`config.mk`:
```
export PLATFORM = sky130hd
export DESIGN_NAME = fbp_cmd_q
export DESIGN_NICKNAME = d
export VERILOG_FILES = /design/src/hw/rtl/fbp_pkg.sv /design/src/hw/rtl/fbp_cmd_q.sv
export SDC_FILE = /design/constraint.sdc
export NUM_CORES = 1
export LEC_CHECK = 0
export ABC_CLOCK_PERIOD_IN_PS = 5800
export BUFFER_PORTS_ARGS = -buffer_cell sky130_fd_sc_hd__buf_4
export CORE_MARGIN = 1.5
export CORE_UTILIZATION = 40
export CTS_CLUSTER_DIAMETER = 30
export DETAILED_ROUTE_END_ITERATION = 7
export GPL_ROUTABILITY_DRIVEN = 0
export PLACE_DENSITY = 0.62
export SLEW_MARGIN = 25
export SYNTH_ARGS = -nofsm -noshare
export SYNTH_HDL_FRONTEND = slang
export SYNTH_SLANG_ARGS = --single-unit
```
`constraint.sdc`:
```
create_clock -name clk -period 5.8 [get_ports clk]
set_clock_uncertainty 0.05 [all_clocks]
set_input_delay 0.87 -clock clk [delete_from_list [all_inputs] [get_ports clk]]
set_output_delay 0.87 -clock clk [all_outputs]
set_load 0.005 [all_outputs]
```
`src/hw/rtl/fbp_pkg.sv`:
```
`timescale 1ns / 1ps
// ----------------------------------------------------------------------------
// fbp_pkg
// Shared types and codes of the fixed-size block pool allocator.
// ----------------------------------------------------------------------------
package fbp_pkg;

	localparam int ADDR_W  = 64;
	localparam int KIND_W  = 2;
	localparam int STAT_W  = 3;
	localparam int LEN_W   = 32;
	localparam int CODE_W  = 2;
	localparam int PAGES_W = 20;
	localparam int PADDR_W = 5;
	localparam int PDATA_W = 64;
	localparam int OUT_W   = 72;
	localparam int Q_DEPTH = 2;

	localparam logic [KIND_W-1:0] KIND_INIT  = 2'd0;
	localparam logic [KIND_W-1:0] KIND_ALLOC = 2'd1;
	localparam logic [KIND_W-1:0] KIND_FREE  = 2'd2;

	localparam logic [STAT_W-1:0] ST_OK         = 3'd0;
	localparam logic [STAT_W-1:0] ST_BAD_SIZE   = 3'd1;
	localparam logic [STAT_W-1:0] ST_NO_MEMORY  = 3'd2;
	localparam logic [STAT_W-1:0] ST_BAD_BASE   = 3'd3;
	localparam logic [STAT_W-1:0] ST_BAD_LENGTH = 3'd4;
	localparam logic [STAT_W-1:0] ST_CAPACITY   = 3'd5;
	localparam logic [STAT_W-1:0] ST_OVERFLOW   = 3'd6;

	localparam logic [1:0] REG_BASE   = 2'd0;
	localparam logic [1:0] REG_LENGTH = 2'd1;
	localparam logic [1:0] REG_CODE   = 2'd2;

	localparam logic [CODE_W-1:0] CODE_4K = 2'd0;
	localparam logic [CODE_W-1:0] CODE_2M = 2'd1;

	localparam logic [ADDR_W-1:0] SIZE_4K = 64'h0000_0000_0000_1000;
	localparam logic [ADDR_W-1:0] SIZE_2M = 64'h0000_0000_0020_0000;

	typedef enum logic [1:0] {
		OP_REPORT = 2'd0,
		OP_INIT   = 2'd1,
		OP_ALLOC  = 2'd2,
		OP_FREE   = 2'd3
	} op_t;

	typedef struct packed {
		op_t                 op;
		logic [STAT_W-1:0]   status;
		logic                huge;
		logic [ADDR_W-1:0]   addr;
		logic [PAGES_W-1:0]  pages;
	} cmd_t;

endpackage

```
`src/hw/rtl/fbp_cmd_q.sv`:
```
`timescale 1ns / 1ps
// ----------------------------------------------------------------------------
// fbp_cmd_q
// Short command queue between the front and the back of the allocator.
// ----------------------------------------------------------------------------
module fbp_cmd_q (
	input  logic          clk,
	input  logic          arst_n,
	input  logic          push,
	input  fbp_pkg::cmd_t push_cmd,
	input  logic          pop,
	output logic          full,
	output logic          valid,
	output fbp_pkg::cmd_t head_cmd
);
	import fbp_pkg::*;

	localparam int QAW = $clog2(Q_DEPTH);
	localparam int QCW = $clog2(Q_DEPTH + 1);

	cmd_t             entry_q [Q_DEPTH];
	logic [QAW-1:0]   wr_ptr_q;
	logic [QAW-1:0]   rd_ptr_q;
	logic [QCW-1:0]   cnt_q;

	assign full     = (cnt_q == QCW'(Q_DEPTH));
	assign valid    = (cnt_q != '0);
	assign head_cmd = entry_q[rd_ptr_q];

	always_ff @(posedge clk) begin
		if (push) begin
			entry_q[wr_ptr_q] <= push_cmd;
		end
	end

	always_ff @(posedge clk or negedge arst_n) begin
		if (!arst_n) begin
			wr_ptr_q <= '0;
			rd_ptr_q <= '0;
			cnt_q    <= '0;
		end else begin
			if (push) begin
				wr_ptr_q <= (wr_ptr_q == QAW'(Q_DEPTH-1)) ? '0 : wr_ptr_q + 1'b1;
			end
			if (pop) begin
				rd_ptr_q <= (rd_ptr_q == QAW'(Q_DEPTH-1)) ? '0 : rd_ptr_q + 1'b1;
			end
			if (push && !pop) begin
				cnt_q <= cnt_q + 1'b1;
			end else if (pop && !push) begin
				cnt_q <= cnt_q - 1'b1;
			end
		end
	end

endmodule

```
* Yosys cells after proc, flatten, opt, wreduce, memory -nomap -nowiden
Memories as Yosys holds them, arrays and structs flattened.
Index checks and enable logic that the tools add are counted.
** Word-level totals
- Register bits :: 4
- Bits in writable memories :: 180
- Input bits :: 94
- Logic and storage cells :: 21
- Memories kept :: 1
** Cells by class
- Add/subtract/negate cells :: 4
- Eq/ne operators :: 1
- Muxes and demuxes :: 6
- Reductions and logical operators :: 6
** Memories
- entry_q :: words 2, bits a word 90, read ports 1, clocked after Yosys merged registers in 0, write ports 1, line fbp_cmd_q.sv:21 : cmd_t entry_q [Q_DEPTH];
** Operators by type and width (count)
- 1-bit two-way mux :: 4
- 2-bit two-way mux :: 2
- 2-bit nonzero test :: 2
- 1-bit adder, second input constant :: 2
- 2-bit by 1-bit adder with 2-bit output, second input constant :: 1
- 2-bit == test, second input constant :: 1
- 1-bit logical AND :: 2
- 1-bit logical NOT :: 2
- 2-bit by 1-bit subtractor with 2-bit output, second input constant :: 1

* Depth between registers and ports, before layout
Gate-level depths: netlist of run 1.
- Word-level depth :: 4
- Depth in mapped cells :: 5

* Worst setup path after synthesis of run 1
No wires, ideal clock.
- Kind :: input-to-reg
- Start :: in push
- End :: mem entry_q[0][0] in the netlist's numbering (enable)
- Library setup time :: 550 ps
- Data arrival time :: 4795 ps
- Setup slack :: 405 ps
- Stages on the path :: 1
- Cells stage by stage :: nor2b_1
** On the way
- Word-level cells in the longest chain between the ends :: 2
** Ends and longest elaborated chain
- start: declaration :: line fbp_cmd_q.sv:9 : input logic push,
- 1-bit two-way mux :: line fbp_cmd_q.sv:31 : if (push) begin
- 1-bit two-way mux (not written as such) :: line fbp_cmd_q.sv:32 : entry_q[wr_ptr_q] <= push_cmd;
- end: declaration :: line fbp_cmd_q.sv:21
Every way passes these cells.

==> impl_metrics.py, run 1 <==
metrics = {
    "outcome": {
        "status": "finished, final reports clean",
    },
    "flow_run": {
        "drv_cap": 0,
    },
    "timing": {
        "finalCritPeriodShare_pct": 58.1,
        "relSlewSlack_pct": 55.5,
        "fmax_mhz": 297,
        "hold_violations": 0,
        "slew_violations": 0,
        "finalSetupViolations": 0,
        "rsz0062_at_grt": "false",
        "tightest_slew_ns": 0.668,
        "period_needed_ns": 3.37,
        "fin_setup_tns_ns": 0,
    },
    "floorplan": {
        "die_w_microns": 133,
        "ios": 186,
        "rows": 47,
        "fp.dieH_microns": 133,
        "initial_core_util_pct": 40.8,
        "coreArea_sq_um": 16500,
        "dieArea_sq_um": 17600,
    },
    "worst_setup_path": {
        "end_kind": "output pin",
        "crit_start": "rd_ptr_q",
        "worstPathArrival_ns": 2.45,
        "worst_setup_path_start_kind": "register",
        "r2r-start": "wr_ptr_q",
        "cp.required_ns": 4.88,
        "path_class": "register to output pin",
        "crit_path_max_fanout": 49,
    },
    "route": {
        "via_per_inst": 4.59,
        "final_antenna_net_count": 0,
        "top_layer_used": "met4",
        "finalWirelength_mm": 12.0,
        "wl_met3_microns": 953,
        "wl_met1_mm": 4.78,
        "drt_pre_antenna_iters": 6,
        "drt_iter0_markers": 111,
        "drc": 0,
        "met2_wirelength_mm": 5.98,
        "route.vias.total": 3337,
        "post_drt_wl_per_cell_microns": 16.5,
    },
    "clocking": {
        "h-tree-depth": 4,
        "postCtsSetupBuffers": 0,
        "worstSkewPairLatency_ns": 0.41,
        "cts_buffers": 17,
        "clkTransAtPathRegs_ns": 0.06,
        "cts.sinks": 184,
        "cts_root_buffer": "clkbuf_16",
        "post_cts_resized": 0,
        "cts_max_path_buffers": 2,
        "cts_tree": "yes",
        "hold_buffers": 0,
    },
    "logic_synthesis": {
        "yosysTopAreaCell": "edfxtp_1",
        "ys_top_cells_by_area": "edfxtp_1, mux2_2, clkbuf_8, dfrtp_1, xor2_1",
        "ys_ff_latch": 184,
        "synth-warning-count": 0,
        "synth_nets": 391,
        "yosysMostFrequentCell": "edfxtp_1",
        "synth_top_area_share_pct": 80.2,
        "syn_avg_cell_area_sq_um": 22.8,
        "synth_common_cells": "edfxtp_1, mux2_2, clkbuf_8, dfrtp_1, xor2_1",
        "synth_area_sq_um": 6740,
        "synth-seq-area-share_pct": 81.6,
        "postSynth.asyncResetShare_pct": 2.17,
        "synth_edf_count": 180,
        "yosysUniqueCellTypes": 13,
        "syn_inst": 296,
        "synth_flop_cell": "edfxtp_1",
    },
    "global_route": {
        "grt_util_all_layers_pct": 14.1,
        "grt_max_degree": 50,
        "grt_pass1_vias": 3625,
        "grt_antenna_before_repair": 0,
        "grt_pass1_wl_mm": 18.6,
        "overflow": 0,
    },
    "cells_and_area": {
        "diodes": 0,
        "finalNetCount": 589,
        "fin_util_pct": 53.9,
        "multi_input_area_sq_um": 1110,
        "area_delta_synth_final_pct": 32.0,
        "regArea_sq_um": 5510,
        "fin_area_sq_um": 8900,
        "drive_above_1_share_pct": 61.3,
        "fillers": 1335,
    },
    "placed_design": {
        "hpwl_mm": 7.79,
        "portBuffers": 185,
        "placed_cell_area_sq_um": 8320,
    },
    "power_and_ir_drop": {
        "irDropWorstVdd_uv": 246,
        "power_leakage_nw": 3.33,
        "powerDensity_nw_per_um2": 465,
    },
    "hold_path": {
        "hold_class": "input port to async pin",
    },
}
## registers in the layout (all words and copies together), names as in the netlist
name	flops
wr_ptr_q	1
cnt_q	2
entry_q	180
rd_ptr_q	1
## kinds of logic (layout without fill, tap and decap cells)
group,count (synthesis),in the layout,share of synthesized area [%]
adders and majority gates,1,1,0.186
buffers and inverters,11,222,2.06
muxes,90,90,15.0
and+or+nand+nor,5,5,0.427
xor gates and xnor gates,5,5,0.649
DFF,184,184,81.6
## where the power goes
part           switching, W  internal, W  leakage, nW
registers          0.000114      0.00177         1.74
logic              0.000465     0.000658         1.31
clock network      0.000458     0.000675        0.282
total               0.00104      0.00310         3.33
## final cells by class
class | instances | share of cell area (%)
clock buffer | 19 | 4.86
clock inverter | 13 | 1.73
inverter | 1 | 0.0422
multi-input combinational | 101 | 12.5
sequential | 184 | 61.9
tap | 220 | 3.09
timing repair buffer | 189 | 15.9
## routing by layer
layer | GRT usage [%] | vias up
met5 | 0 | -
met4 | 6.53 | 0
li1 | - | 1567
met3 | 5.79 | 19
met1 | 15.9 | 1628
met2 | 23.3 | 123
## layout by cell type, fill, tap and decap left out
cell type / n
clkbuf_1: 2
and2_4: 1
clkinv_1: 2
xnor2_1: 1
xor2_1: 4
inv_6: 1
nor2b_4: 1
dfrtp_1: 3
nor2b_1: 1
clkinv_2: 3
inv_1: 1
mux2_2: 90
dfrtp_4: 1
clkinv_4: 2
edfxtp_1: 180
bufinv_16: 3
clkbuf_16: 17
ha_1: 1
nor2_1: 1
clkinvlp_4: 2
buf_4: 189
or2_2: 1
## path summary, 6_finish.rpt
kind	end	slack [ns]	cells after the start
min	cnt_q[0]	0.19	1
max	head_cmd[27]	2.43	3
max reg2reg	entry_q[1][4]	3.72	2
min in group clk	cnt_q[1]	0.43	1
max in group asynchronous	rd_ptr_q	5.39	1
min reg2reg	cnt_q[1]	0.43	1
## worst max-delay path, cell delays in order, from the launching register on
cell and delay, ns:
dfrtp_4 0.80, buf_4 0.65, mux2_2 0.43, buf_4 0.14
## through the flow
stage               total power [W]  hold WS, ns  worst slack [ns]  std cells
CTS                         0.00421        0.168              2.33        727
detailed placement          0.00306        0.422              2.79        695
finish                      0.00414        0.192              2.43        727
floorplan                   0.00254        0.397             0.405        296
global placement            0.00304        0.413              2.79        695
global route                0.00435        0.162              2.25        727
No activity file was read; power rests on OpenSTA's default activity.
==> inputs of run 2 (changes only) <==
- ABC_CLOCK_PERIOD_IN_PS: 5800 -> 3100
- PLACE_DENSITY: 0.62 -> 0.64
- clock period: 5.8 -> 3.1 ns (I/O delays scaled with it)
==> impl_metrics.py, run 2 (synthesized netlist as in run 1, its figures left out) <==
metrics = {
    "timing": {
        "period_needed_ns": 2.69,
        "rsz0062_at_grt": "false",
        "slew_violations": 0,
        "fin_setup_tns_ns": 0,
        "hold_violations": 0,
        "worst_slack_ns": 0.414,
        "tightest_slew_ns": 0.685,
        "fmax_mhz": 372,
        "finalSetupViolations": 0,
        "finalCritPeriodShare_pct": 86.6,
        "relSlewSlack_pct": 54.3,
    },
    "route": {
        "drt_pre_antenna_iters": 5,
        "post_drt_wl_per_cell_microns": 16.8,
        "drt_iter0_markers": 148,
        "drc": 0,
        "route.vias.total": 3399,
        "final_antenna_net_count": 0,
        "finalWirelength_mm": 12.2,
        "via_per_inst": 4.66,
    },
    "clocking": {
        "h-tree-depth": 4,
        "worstSkewPairLatency_ns": 0.41,
        "hold_buffers": 1,
        "cts_max_path_buffers": 2,
        "cts_buffers": 17,
        "cts_tree": "yes",
        "clkTransAtPathRegs_ns": 0.07,
        "post_cts_resized": 0,
        "cts_root_buffer": "clkbuf_16",
        "cts.sinks": 184,
        "postCtsSetupBuffers": 0,
    },
    "worst_setup_path": {
        "worst_setup_path_start_kind": "register",
        "cp_slowest_stage_delay_ns": 0.87,
        "end_kind": "output pin",
        "worstPathArrival_ns": 2.17,
        "timing.reg2reg.setup_slack_ns": 1.32,
        "crit_path_max_fanout": 48,
        "critical_path_buf_inv_count": 2,
        "crit_chain": "buf_4, mux2_2, buf_4",
        "critPathSlowestCell": "dfrtp_4",
        "crit_family": "flip-flops",
        "cpMostUsedCell": "buf_4",
        "path_class": "register to output pin",
        "cp.required_ns": 2.58,
    },
    "cells_and_area": {
        "mostFrequentLayoutCell": "buf_4",
        "diodes": 0,
        "final_cell_mix": "buf_4, edfxtp_1, mux2_2, clkbuf_16",
        "top_regs": "entry_q x180, cnt_q x2",
        "finalNetCount": 591,
        "area_delta_synth_final_pct": 32.3,
        "top_register": "entry_q",
        "layout.cells.non_filler": 729,
        "drive_above_1_share_pct": 61.3,
        "largest_reg_flops": 180,
        "fin_util_pct": 54.0,
    },
    "global_route": {
        "grt_pass1_vias": 3730,
        "grt_antenna_before_repair": 0,
        "overflow": 0,
        "grt_util_all_layers_pct": 14.4,
        "grt_pass1_wl_mm": 19.2,
        "grt_max_degree": 50,
    },
    "floorplan": {
        "ios": 186,
        "die_w_microns": 133,
        "rows": 47,
        "initial_core_util_pct": 40.8,
        "dieArea_sq_um": 17600,
        "coreArea_sq_um": 16500,
        "fp.dieH_microns": 133,
    },
    "power_and_ir_drop": {
        "fin_total_pwr_w": 0.00771,
        "power_leakage_nw": 3.33,
        "irDropWorstVdd_uv": 421,
        "powerDensity_nw_per_um2": 864,
    },
    "outcome": {
        "status": "finished, final reports clean",
    },
    "placed_design": {
        "hpwl_mm": 7.98,
        "portBuffers": 185,
        "dp_cells": 696,
        "dp_slack_ns": 0.827,
    },
    "flow_run": {
        "drv_cap": 0,
    },
    "hold_path": {
        "hold_class": "input port to register",
    },
}
[run 2: changes by cell type in the layout (fill, tap and decap cells not counted), sizes merged]
cell / change
bufinv: -1
clkinv: -1
dlygate4sd3: +1
clkinvlp: +2
buf: +1
[run 2: cell type report]
cell class                 count  area [sq um]
tap                          220           275
clock inverter                13           130
timing repair buffer         191          1460
fill                        1372          7600
multi-input combinational    101          1110
sequential                   184          5510
inverter                       1          3.75
clock buffer                  19           433
[run 2: final timing paths]
check | endpoint | cells after the start | start
worst max-delay path | head_cmd[1] | 3 | rd_ptr_q
worst min-delay path | entry_q[1][13] | 1 | push_cmd[13]
worst max register to register | entry_q[1][85] | 2 | wr_ptr_q
worst min register to register | cnt_q[1] | 1 | cnt_q[1]
max in group asynchronous | rd_ptr_q | 2 | arst_n
min in group asynchronous | rd_ptr_q | 2 | arst_n
[run 2: metal layers]
layer / share of wire [%] / up-vias / GRT usage (%)
met5: 0 / - / 0
met4: 2.1 / 0 / 6.11
met3: 8.3 / 29 / 5.48
met2: 50 / 137 / 24.2
met1: 39 / 1661 / 16.5
li1: - / 1572 / -
[run 2: where the power goes]
| group | internal (W) | total (W) | leakage, nW | switching [W] |
|---|---|---|---|---|
| combinational | 0.00127 | 0.00212 | 1.33 | 0.000855 |
| sequential | 0.00330 | 0.00354 | 1.74 | 0.000240 |
| clock | 0.00118 | 0.00204 | 0.264 | 0.000863 |
[run 2: metrics by stage]
step	cell area, sq um	hold WS [ns]
6_report	8920	0.180
5_1_grt	8920	0.151
4_1_cts	8920	0.156
3_5_place_dp	8350	0.216
3_3_place_gp	8350	0.212
2_1_floorplan	6750	0.119
[run 2: worst reg2reg max path: stages, from the launching register on]
cell and delay, ns:
dfrtp_1 0.42, and2_4 0.57, buf_12 0.39
