==> config.mk <==
export PLATFORM = sky130hd
export DESIGN_NAME = fbp_front
export DESIGN_NICKNAME = d
export VERILOG_FILES = /design/src/hw/rtl/fbp_pkg.sv /design/src/hw/rtl/fbp_front.sv
export SDC_FILE = /design/constraint.sdc
export NUM_CORES = 1
export LEC_CHECK = 0
export BUFFER_PORTS_ARGS = -buffer_cell sky130_fd_sc_hd__buf_2
export CORE_MARGIN = 3
export CORE_UTILIZATION = 48
export CTS_BUF_LIST = sky130_fd_sc_hd__clkbuf_4 sky130_fd_sc_hd__clkbuf_8
export CTS_CLUSTER_SIZE = 10
export DETAILED_ROUTE_END_ITERATION = 7
export GPL_ROUTABILITY_DRIVEN = 0
export PLACE_DENSITY_LB_ADDON = 0.12
export SLEW_MARGIN = 20
export SYNTH_ARGS = -nofsm -noshare
export SYNTH_HDL_FRONTEND = slang
export SYNTH_SLANG_ARGS = --single-unit
==> constraint.sdc <==
create_clock -name clk -period 2.4 [get_ports clk]
set_input_delay 0.12 -clock clk [delete_from_list [all_inputs] [get_ports clk]]
set_output_delay 0.12 -clock clk [all_outputs]
set_load 0.02 [all_outputs]
==> src/hw/rtl/fbp_pkg.sv <==
`timescale 1ns / 1ps
// ----------------------------------------------------------------------------
// fbp_pkg
// Shared types and codes of the fixed-size block pool allocator.
// ----------------------------------------------------------------------------
package fbp_pkg;

	localparam int ADDR_W  = 64;
	localparam int KIND_W  = 2;
	localparam int STAT_W  = 3;
	localparam int LEN_W   = 32;
	localparam int CODE_W  = 2;
	localparam int PAGES_W = 20;
	localparam int PADDR_W = 5;
	localparam int PDATA_W = 64;
	localparam int OUT_W   = 72;
	localparam int Q_DEPTH = 2;

	localparam logic [KIND_W-1:0] KIND_INIT  = 2'd0;
	localparam logic [KIND_W-1:0] KIND_ALLOC = 2'd1;
	localparam logic [KIND_W-1:0] KIND_FREE  = 2'd2;

	localparam logic [STAT_W-1:0] ST_OK         = 3'd0;
	localparam logic [STAT_W-1:0] ST_BAD_SIZE   = 3'd1;
	localparam logic [STAT_W-1:0] ST_NO_MEMORY  = 3'd2;
	localparam logic [STAT_W-1:0] ST_BAD_BASE   = 3'd3;
	localparam logic [STAT_W-1:0] ST_BAD_LENGTH = 3'd4;
	localparam logic [STAT_W-1:0] ST_CAPACITY   = 3'd5;
	localparam logic [STAT_W-1:0] ST_OVERFLOW   = 3'd6;

	localparam logic [1:0] REG_BASE   = 2'd0;
	localparam logic [1:0] REG_LENGTH = 2'd1;
	localparam logic [1:0] REG_CODE   = 2'd2;

	localparam logic [CODE_W-1:0] CODE_4K = 2'd0;
	localparam logic [CODE_W-1:0] CODE_2M = 2'd1;

	localparam logic [ADDR_W-1:0] SIZE_4K = 64'h0000_0000_0000_1000;
	localparam logic [ADDR_W-1:0] SIZE_2M = 64'h0000_0000_0020_0000;

	typedef enum logic [1:0] {
		OP_REPORT = 2'd0,
		OP_INIT   = 2'd1,
		OP_ALLOC  = 2'd2,
		OP_FREE   = 2'd3
	} op_t;

	typedef struct packed {
		op_t                 op;
		logic [STAT_W-1:0]   status;
		logic                huge;
		logic [ADDR_W-1:0]   addr;
		logic [PAGES_W-1:0]  pages;
	} cmd_t;

endpackage

==> src/hw/rtl/fbp_front.sv <==
`timescale 1ns / 1ps
// ----------------------------------------------------------------------------
// fbp_front
// Holds the configuration registers, accepts request beats and classifies
// each one into a command, running the init checks up front.
// ----------------------------------------------------------------------------
module fbp_front #(
	parameter int MAX_BLOCKS = 1024
) (
	input  logic                           clk,
	input  logic                           arst_n,
	input  logic                           s_tvalid,
	output logic                           s_tready,
	input  logic [fbp_pkg::ADDR_W-1:0]     s_tdata,
	input  logic [fbp_pkg::KIND_W-1:0]     s_tuser,
	input  logic                           psel,
	input  logic                           penable,
	input  logic                           pwrite,
	input  logic [fbp_pkg::PADDR_W-1:0]    paddr,
	input  logic [fbp_pkg::PDATA_W-1:0]    pwdata,
	output logic [fbp_pkg::PDATA_W-1:0]    prdata,
	output logic                           pready,
	input  logic                           q_full,
	output logic                           push,
	output fbp_pkg::cmd_t                  cmd
);
	import fbp_pkg::*;

	logic [ADDR_W-1:0]  base_q;
	logic [LEN_W-1:0]   length_q;
	logic [CODE_W-1:0]  code_q;
	logic               wr_en;
	logic [PAGES_W-1:0] pages;
	logic               huge;
	logic               too_short;
	logic               base_bad;
	logic               len_bad;
	logic [STAT_W-1:0]  init_status;

	assign pready = 1'b1;
	assign wr_en  = psel && penable && pwrite && pready;

	always_ff @(posedge clk or negedge arst_n) begin
		if (!arst_n) begin
			base_q   <= '0;
			length_q <= '0;
			code_q   <= '0;
		end else if (wr_en) begin
			unique case (paddr[4:3])
				REG_BASE:   base_q   <= pwdata;
				REG_LENGTH: length_q <= pwdata[LEN_W-1:0];
				REG_CODE:   code_q   <= pwdata[CODE_W-1:0];
				default: ;
			endcase
		end
	end

	always_comb begin
		unique case (paddr[4:3])
			REG_BASE:   prdata = base_q;
			REG_LENGTH: prdata = {{(PDATA_W-LEN_W){1'b0}}, length_q};
			REG_CODE:   prdata = {{(PDATA_W-CODE_W){1'b0}}, code_q};
			default:    prdata = '0;
		endcase
	end

	assign huge = (code_q == CODE_2M);

	always_comb begin
		if (huge) begin
			pages     = {9'd0, length_q[31:21]};
			too_short = (length_q[31:21] == '0);
			base_bad  = (base_q == '0) || (base_q[20:0] != '0);
			len_bad   = (length_q[20:0] != '0);
		end else begin
			pages     = length_q[31:12];
			too_short = (length_q[31:12] == '0);
			base_bad  = (base_q == '0) || (base_q[11:0] != '0);
			len_bad   = (length_q[11:0] != '0);
		end
	end

	always_comb begin
		priority if (code_q != CODE_4K && code_q != CODE_2M) begin
			init_status = ST_BAD_SIZE;
		end else if (too_short) begin
			init_status = ST_NO_MEMORY;
		end else if (base_bad) begin
			init_status = ST_BAD_BASE;
		end else if (len_bad) begin
			init_status = ST_BAD_LENGTH;
		end else if ({1'b0, pages} > (PAGES_W+1)'(MAX_BLOCKS)) begin
			init_status = ST_CAPACITY;
		end else begin
			init_status = ST_OK;
		end
	end

	assign s_tready = !q_full;
	assign push     = s_tvalid && s_tready;

	always_comb begin
		cmd.op     = OP_REPORT;
		cmd.status = ST_OK;
		cmd.huge   = huge;
		cmd.addr   = s_tdata;
		cmd.pages  = pages;
		unique case (s_tuser)
			KIND_INIT: begin
				cmd.addr   = base_q;
				cmd.status = init_status;
				cmd.op     = (init_status == ST_OK) ? OP_INIT : OP_REPORT;
			end
			KIND_ALLOC: begin
				cmd.op = OP_ALLOC;
			end
			KIND_FREE: begin
				if (s_tdata == '0) begin
					cmd.status = ST_BAD_SIZE;
				end else begin
					cmd.op = OP_FREE;
				end
			end
			default: begin
				cmd.status = ST_BAD_SIZE;
			end
		endcase
	end

endmodule

# [After elaboration in Yosys (flattened, before gate mapping)]
# Cells that the tools add are included.
[classes] order_cmp=1 n_eq_ne=6 n_mux=16 n_reduce_logical=22
[ops] operator="$pmux 64 s3" count=1
[ops] operator="$logic_not 64->1" count=2
[ops] operator="$mux 64" count=1
[ops] operator="$reduce_bool 21->1" count=2
[ops] operator="$reduce_bool 12->1" count=2
[ops] operator="$gt 20x11->1 const B" count=1
[ops] operator="$logic_not 20->1" count=1
[ops] operator="$mux 20" count=1
[ops] operator="$mux 3" count=5
[ops] operator="$logic_not 11->1" count=1
[ops] operator="$pmux 3 s3" count=1
[ops] operator="$eq 2x1->1 const B" count=3
[ops] operator="$pmux 2 s3" count=1
[ops] operator="$reduce_and 2->1" count=3
[ops] operator="$mux 1" count=5
[ops] operator="$eq 2x2->1 const B" count=2
[ops] operator="$logic_and 1x1->1" count=4
[ops] operator="$logic_not 2->1" count=2
[ops] operator="$logic_not 3->1" count=1
[ops] operator="$logic_or 1x1->1" count=2
[ops] operator="$mux 2" count=1
[ops] operator="$ne 2x1->1 const B" count=1
[ops] operator="$reduce_bool 2->1" count=1
[ops] operator="$logic_not 1->1" count=1
[totals] ff_bits=98 inputBits=142 elab_cells=48

# [Longest topological paths before layout]
# Gate-level depths: netlist of the first run.
[logic_depth] depth_word=11 mapped_depth=6

# [Worst setup path after synthesis of the first run]
# No wires, ideal clock.
[synth_path] path_kind="flip-flop to output port" startpoint="register length_q[23]" endpoint="output port cmd[88] in the netlist's numbering" arrival_ns=1.734 required_ns=2.280 setup_slack_ns=0.546 stages_incl_launch_ff=6 cell_sequence="dfrtp_1 nor4_4 nand2_2 or4_1 a221oi_2 a31o_1"
[synth_rtl] element="from (decl)" line_no="fbp_front.sv:30" source="logic [LEN_W-1:0] length_q;"
[synth_rtl] element="from (signal assigned)" line_no="fbp_front.sv:51" source="REG_LENGTH: length_q <= pwdata[LEN_W-1:0];"
[synth_rtl] element="to (decl)" line_no="fbp_front.sv:25" source="output fbp_pkg::cmd_t cmd"

==> results of run 1 <==
## Yosys cell counts, types with 2 or more instances
master,number
inv_1,2
nor4_1,37
mux2i_1,32
nand3_1,6
buf_4,2
o21ai_0,3
buf_1,3
nor3_1,4
and2_1,40
nor2_1,38
nor2b_1,3
nand4_1,7
mux2_2,64
dfrtp_1,98
o21ai_1,2
nor4_4,2
a21oi_1,3
clkbuf_1,12
nand2b_1,3
buf_2,16
nand2_1,36
mux2_1,97
## metrics by stage
step	hold WS, ns	instances	worst slack [ns]	setup TNS [ns]	total power (W)
after floorplan	-0.176	529	0.546	0	0.00370
after global placement	0.157	947	0.265	0	0.00452
after detailed placement	0.184	947	0.243	0	0.00458
after CTS	0.00330	1022	-0.0611	-0.0986	0.00576
after global routing	0.0144	1028	-0.116	-0.241	0.00614
final	0.0177	1028	-0.0351	-0.0351	0.00584
## timing repair
item | 4_1_cts | 5_1_grt
endpoints found under the hold margin | 122 | 1
buffers inserted | 2 | 5
setup endpoints to repair | 4 | 4
resized for setup | 9 | 21
pin swaps | 4 | 11
hold buffers | 58 | 1
cloned | 0 | 0
## report_power, final
| group | switching, W | internal, W |
|---|---|---|
| logic | 0.00122 | 0.000967 |
| clock network | 0.000576 | 0.000519 |
| registers | 0.000519 | 0.00204 |
| total | 0.00231 | 0.00353 |
## layout by cell type (no fill, tap or decap), types with 5 or more instances in the layout
master         instances
nand4_1                7
buf_2                290
buf_4                 21
mux2_1                97
clkbuf_8              10
nor4_2                 7
dfrtp_2                7
nand2_1               36
dlygate4sd3_1         59
and2_1                40
nor4_1                28
mux2_2                64
dfrtp_1               91
nand3_1                5
nor2_1                37
mux2i_1               32
## state kept, by name, summed over array words and instances (netlist names)
| signal | cells |
|---|---|
| length_q | 32 |
| base_q | 64 |
| code_q | 2 |
## per-layer routing
layer	vias to the layer above	global-route usage, %
met2	278	54.8
li1	2618	-
met5	-	0
met3	53	4.66
met4	2	9.25
met1	2822	38.7
## worst paths after layout
| check | start | to | slack, ns | depth (start not counted) |
|---|---|---|---|---|
| min in group asynchronous | arst_n | length_q[15]$_DFFE_PN0P_ | 0.29 | 2 |
| setup / recovery | length_q[29]$_DFFE_PN0P_ | cmd[87] | -0.04 | 6 |
| setup reg to reg | length_q[25]$_DFFE_PN0P_ | length_q[25]$_DFFE_PN0P_ | 1.41 | 2 |
| hold reg to reg | length_q[7]$_DFFE_PN0P_ | length_q[7]$_DFFE_PN0P_ | 0.53 | 1 |
| hold / removal | pwdata[22] | base_q[22]$_DFFE_PN0P_ | 0.02 | 2 |
| max in group asynchronous | arst_n | length_q[29]$_DFFE_PN0P_ | 1.37 | 3 |
## cell type report
cell class | instances | area [um^2]
clock inverters | 4 | 52.6
inverters | 3 | 11.3
multi-input cells | 395 | 3390
clock buffers | 11 | 145
fillers | 855 | 3220
repair buffers | 374 | 2250
well taps | 143 | 179
flip-flops and latches | 98 | 2460
## cells by family (layout without fill, tap and decap cells)
kind of cell           Yosys count  in the layout  share of synthesized area [%]
multiplexers                   193            193                           36.3
AND/OR/NAND/NOR                183            183                           16.9
flip-flops                      98             98                           41.7
buffers and inverters           36            392                           2.77
AO/OA/AOI/OAI                   18             18                           2.26
other                            1              1                         0.0638
==> impl_results.md, run 1 <==
* Hpwl dp at 16200 um
* CP delay by family, top: simple AND/OR/NAND/NOR gates
* Vias at 5773
* Fin. Hold Viols at 0
* Row count at 39
* Status: finished with violations
* Register area share after synthesis at 41.7%
* Crit-path slowest cell: dfrtp_2
* Yosys reg bits at 98
* Avg Vias per Cell at 5.62
* Slew @ Worst Pin at 0.640 ns
* Number of synthesized flops with an enable pin at 0
* CTS tree: built
* Placed inst area at 7520 um^2
* First-pass GRT wire length at 32000 um
* Worst EP arrival at 2.32 ns
* Synth top area share at 41.7%
* Post-route DRC violation count at 0
* Die Wd at 117 um
* Cells along the critical path: nor4_4 > nand2_2 > or4_4 > a221oi_4 > and3b_2 > buf_6
* Nets at 1023
* Bufs and invs on worst path at 1
* Routed met1 length at 8780 um
* Pre-antenna DRT Iters at 5
* Worst setup EP type: primary output
* Top_reg_cell synth: dfrtp_1
* # clock sinks at 98
* CP Data Required Time at 2.28 ns
* Antenna viol nets, final at 0
* Leak pwr at 4.24 nW
* Clk_skew at 0 ns
* Number of global-route vias before repair at 5871
* Max Fclk at 411 MHz
* H-tree levels at 3
* Area leader, netlist: dfrtp_1
* DR top layer: met5
* Peak supply drop at 339 uV
* Initial antenna violation count at 1
* Synthesized area per cell at 11.1 um^2
* Die Span Y at 117 um
* Crit start category: flop
* Ports at 299
* Clock buffer depth at 2
* 1st-iter DRT viols at 337
* Synth unique cells at 41
* Worst Path Max Fanout at 4
* Crit path largest cell delay at 0.45 ns
* Core outline area at 11700 um^2
* I/O Buffers at 294
* WL per Instance at 20.8 um
* Post-synthesis cell area at 5880 um^2
* Slew HR at 57.3%
* Area contributors post-synth: dfrtp_1, mux2_1, mux2_2, mux2i_1, and2_1
* Met3 WL post-DR at 1310 um
* PnR worst setup slack at -0.0351 ns
* Count of pins over their slew limit at 0
* Clock Pin Slew Worst Setup and Hold Paths at 0.09 ns
* Yosys warns at 0
* Tcrit/Tclk final at 101%
* Setup violations, final at 1
* Hold crit path type: primary input to flop
* Async S/R FF share, synth at 100%
* Fin area at 8490 um^2
* Met2 wire length at 10700 um
* Global route total overflow at 0
* Power per cell area at 688 nW/um^2
* Largest net degree at the start of global routing at 55
* Die area at 13600 um^2
* Post-layout min period at 2.44 ns
* Violated checks: negative setup slack
* Cells after synthesis at 529
* Mapped Nets at 671
* Clock Latency Late Sink at 0.36 ns
* CTS Buf Count at 9
* Initial Utilization at 50.2%
* Critical path class: flop to primary output
* MaxCap Viol Count at 0
* Area grow syn2layout at 44.4%
* Post-layout util at 72.5%
* Unrepaired setup endpoints after global routing: true
* Share of layout cells above drive strength 1 at 47.8%
* GRT Overall Usage at 30.8%
* # diodes at 0
* Post-Route WL at 21400 um
* Root Buffer: clkbuf_8
Power figures use the tool's default switching activity.
==> run 2, diff against run 1 <==
PLACE_DENSITY = 0.84   (was not set)
PLACE_DENSITY_LB_ADDON = not set   (was 0.12)
==> run 2 against run 1 <==
Clock power about the same; global-route usage increased by 1.6 points; critical path depth unchanged; register-to-register slack about the same; via count increased by 1.8%; power increased by 0.20%; clock skew unchanged; final area increased by 0.78%; the run still ends with negative setup slack left; sequential power about the same.
==> impl_results.md, run 2 (synthesis gave the netlist of run 1 again) <==
* 1st-iter DRT viols at 286 (was 337)
* Violated checks: negative setup slack (unchanged)
* Fin. Hold Viols at 0 (unchanged)
* Pre-antenna DRT Iters at 4 (was 5)
* Count of pins over their slew limit at 0 (unchanged)
* First-pass GRT wire length at 33200 um (was 32000 um)
* Die area at 13600 um^2 (unchanged)
* Share of layout cells above drive strength 1 at 46.9% (was 47.8%)
* Critical path class: flop to primary output (unchanged)
* Max Fclk at 408 MHz (was 411 MHz)
* Status: finished with violations (unchanged)
* Post-route DRC violation count at 0 (unchanged)
* MaxCap Viol Count at 0 (unchanged)
* Tcrit/Tclk final at 102% (was 101%)
* Die Span Y at 117 um (unchanged)
* Vias at 5877 (was 5773)
* Clk_skew at 0 ns (unchanged)
* CP Data Required Time at 2.28 ns (about the same)
* Worst setup EP type: primary output (unchanged)
* Largest register FFs at 64 (unchanged)
* Peak supply drop at 474 uV (was 339 uV)
* Largest net degree at the start of global routing at 54 (was 55)
* Commonest non-fill, non-tap cells in the layout: buf_2, mux2_1, dfrtp_1 (unchanged)
* Post-layout min period at 2.45 ns (was 2.44 ns)
* Row count at 39 (unchanged)
* Setup violations, final at 2 (was 1)
* Worst EP arrival at 2.33 ns (was 2.32 ns)
* Worst Path Max Fanout at 2 (was 4)
* Crit-path slowest cell: dfrtp_2 (unchanged)
* Nets at 1032 (was 1023)
* Number of global-route vias before repair at 6042 (was 5871)
* H-tree levels at 3 (unchanged)
* Dpl ws at 0.252 ns (was 0.243 ns)
* Die Wd at 117 um (unchanged)
* Crit path largest cell delay at 0.44 ns (was 0.45 ns)
* Total negative slack at -0.0879 ns (was -0.0351 ns)
* PnR worst setup slack at -0.0488 ns (was -0.0351 ns)
* Core outline area at 11700 um^2 (unchanged)
* Avg Vias per Cell at 5.66 (was 5.62)
* Largest Register: base_q (unchanged)
* Initial antenna violation count at 1 (unchanged)
* Post-Route WL at 22300 um (was 21400 um)
* Power per cell area at 684 nW/um^2 (was 688 nW/um^2)
* Global route total overflow at 0 (unchanged)
* Initial Utilization at 50.2% (unchanged)
* Leak pwr at 4.26 nW (was 4.24 nW)
* WL per Instance at 21.5 um (was 20.8 um)
* Clock Pin Slew Worst Setup and Hold Paths at 0.10 ns (was 0.09 ns)
* # clock sinks at 98 (unchanged)
* Biggest regs: base_q x64, length_q x32, code_q x2 (unchanged)
* Clock Latency Late Sink at 0.37 ns (was 0.36 ns)
* Bufs and invs on worst path at 1 (unchanged)
* GRT Overall Usage at 32.4% (was 30.8%)
* Hpwl dp at 15900 um (was 16200 um)
* Cells along the critical path: nor4_4 > nand2_2 > or4_4 > a221oi_4 > a31o_1 > buf_6 (was nor4_4 > nand2_2 > or4_4 > a221oi_4 > and3b_2 > buf_6)
* I/O Buffers at 294 (unchanged)
* Area grow syn2layout at 45.6% (was 44.4%)
* CTS tree: built (unchanged)
* CP delay by family, top: simple AND/OR/NAND/NOR gates (unchanged)
* Clock buffer depth at 2 (unchanged)
* CTS Buf Count at 9 (unchanged)
* Final Total Pwr at 0.00585 W (was 0.00584 W)
* Crit start category: flop (unchanged)
* Slew @ Worst Pin at 0.641 ns (was 0.640 ns)
* Ports at 299 (unchanged)
* Antenna viol nets, final at 0 (unchanged)
* FILL cells at 835 (was 855)
* Root Buffer: clkbuf_8 (unchanged)
* Hold crit path type: primary input to flop (unchanged)
* Worst hold margin at 0.0384 ns (was 0.0177 ns)
* Slew HR at 57.2% (was 57.3%)
* Commonest non-fill, non-tap cell in the layout: buf_2 (unchanged)
* Unrepaired setup endpoints after global routing: true (unchanged)
-- run 2: changes by cell type in the layout (fill, tap and decap cells not counted), sizes merged --
cell,delta
dlygate4sd3,+5
buf,+4
clkinvlp,+2
clkbuf,-1
clkinv,-1
diode,+1
-- run 2: through the flow --
step,utilization [%],instance area (um^2),std cells
floorplan,-,5880,529
detailed placement,64.6,7560,950
finish,73.0,8550,1038
CTS,72.6,8500,1035
global placement,64.6,7560,950
global route,73.0,8550,1038
-- run 2: final timing paths --
check / from / endpoint / slack [ns] / depth (start not counted)
min in group asynchronous: arst_n / base_q[1]$_DFFE_PN0P_ / 0.29 / 2
worst min-delay path: pwdata[1] / base_q[1]$_DFFE_PN0P_ / 0.04 / 2
max in group asynchronous: arst_n / length_q[28]$_DFFE_PN0P_ / 1.37 / 3
worst min register to register: length_q[11]$_DFFE_PN0P_ / length_q[11]$_DFFE_PN0P_ / 0.52 / 1
worst max register to register: length_q[26]$_DFFE_PN0P_ / length_q[26]$_DFFE_PN0P_ / 1.40 / 2
worst max-delay path: length_q[28]$_DFFE_PN0P_ / cmd[88] / -0.05 / 6
-- run 2: timing repair --
item | in CTS | in global routing
hold endpoints to repair | 137 | 0
pin swaps | 6 | 4
setup buffers | 6 | 2
resized for setup | 14 | 6
hold buffers | 64 | 0
setup endpoints to repair | 3 | 4
-- run 2: cell type report --
class	instances	area, um^2	area share [%]
Multi-Input combinational cell	395	3360	39.3
Sequential cell	98	2460	28.7
Timing Repair Buffer	383	2350	27.5
Tap cell	143	179	2.09
Clock buffer	10	138	1.61
Clock inverter	5	55.1	0.644
Inverter	3	11.3	0.132
Antenna cell	1	2.50	0.0293
-- run 2: where the power goes --
part / leakage, nW / switching, W / internal [W] / total [W]
sequential: 1.20 / 0.000494 / 0.00204 / 0.00253
clock: 0.0942 / 0.000587 / 0.000501 / 0.00109
combinational: 2.97 / 0.00125 / 0.000983 / 0.00223
-- run 2: per-layer routing --
layer  track usage, %  vias up  wire length [um]
met2             59.1      298             11700
met1             37.1     2882              8360
li1                 -     2643                 -
met4             11.9        0               722
met5                0        -                 0
met3             7.31       54              1530
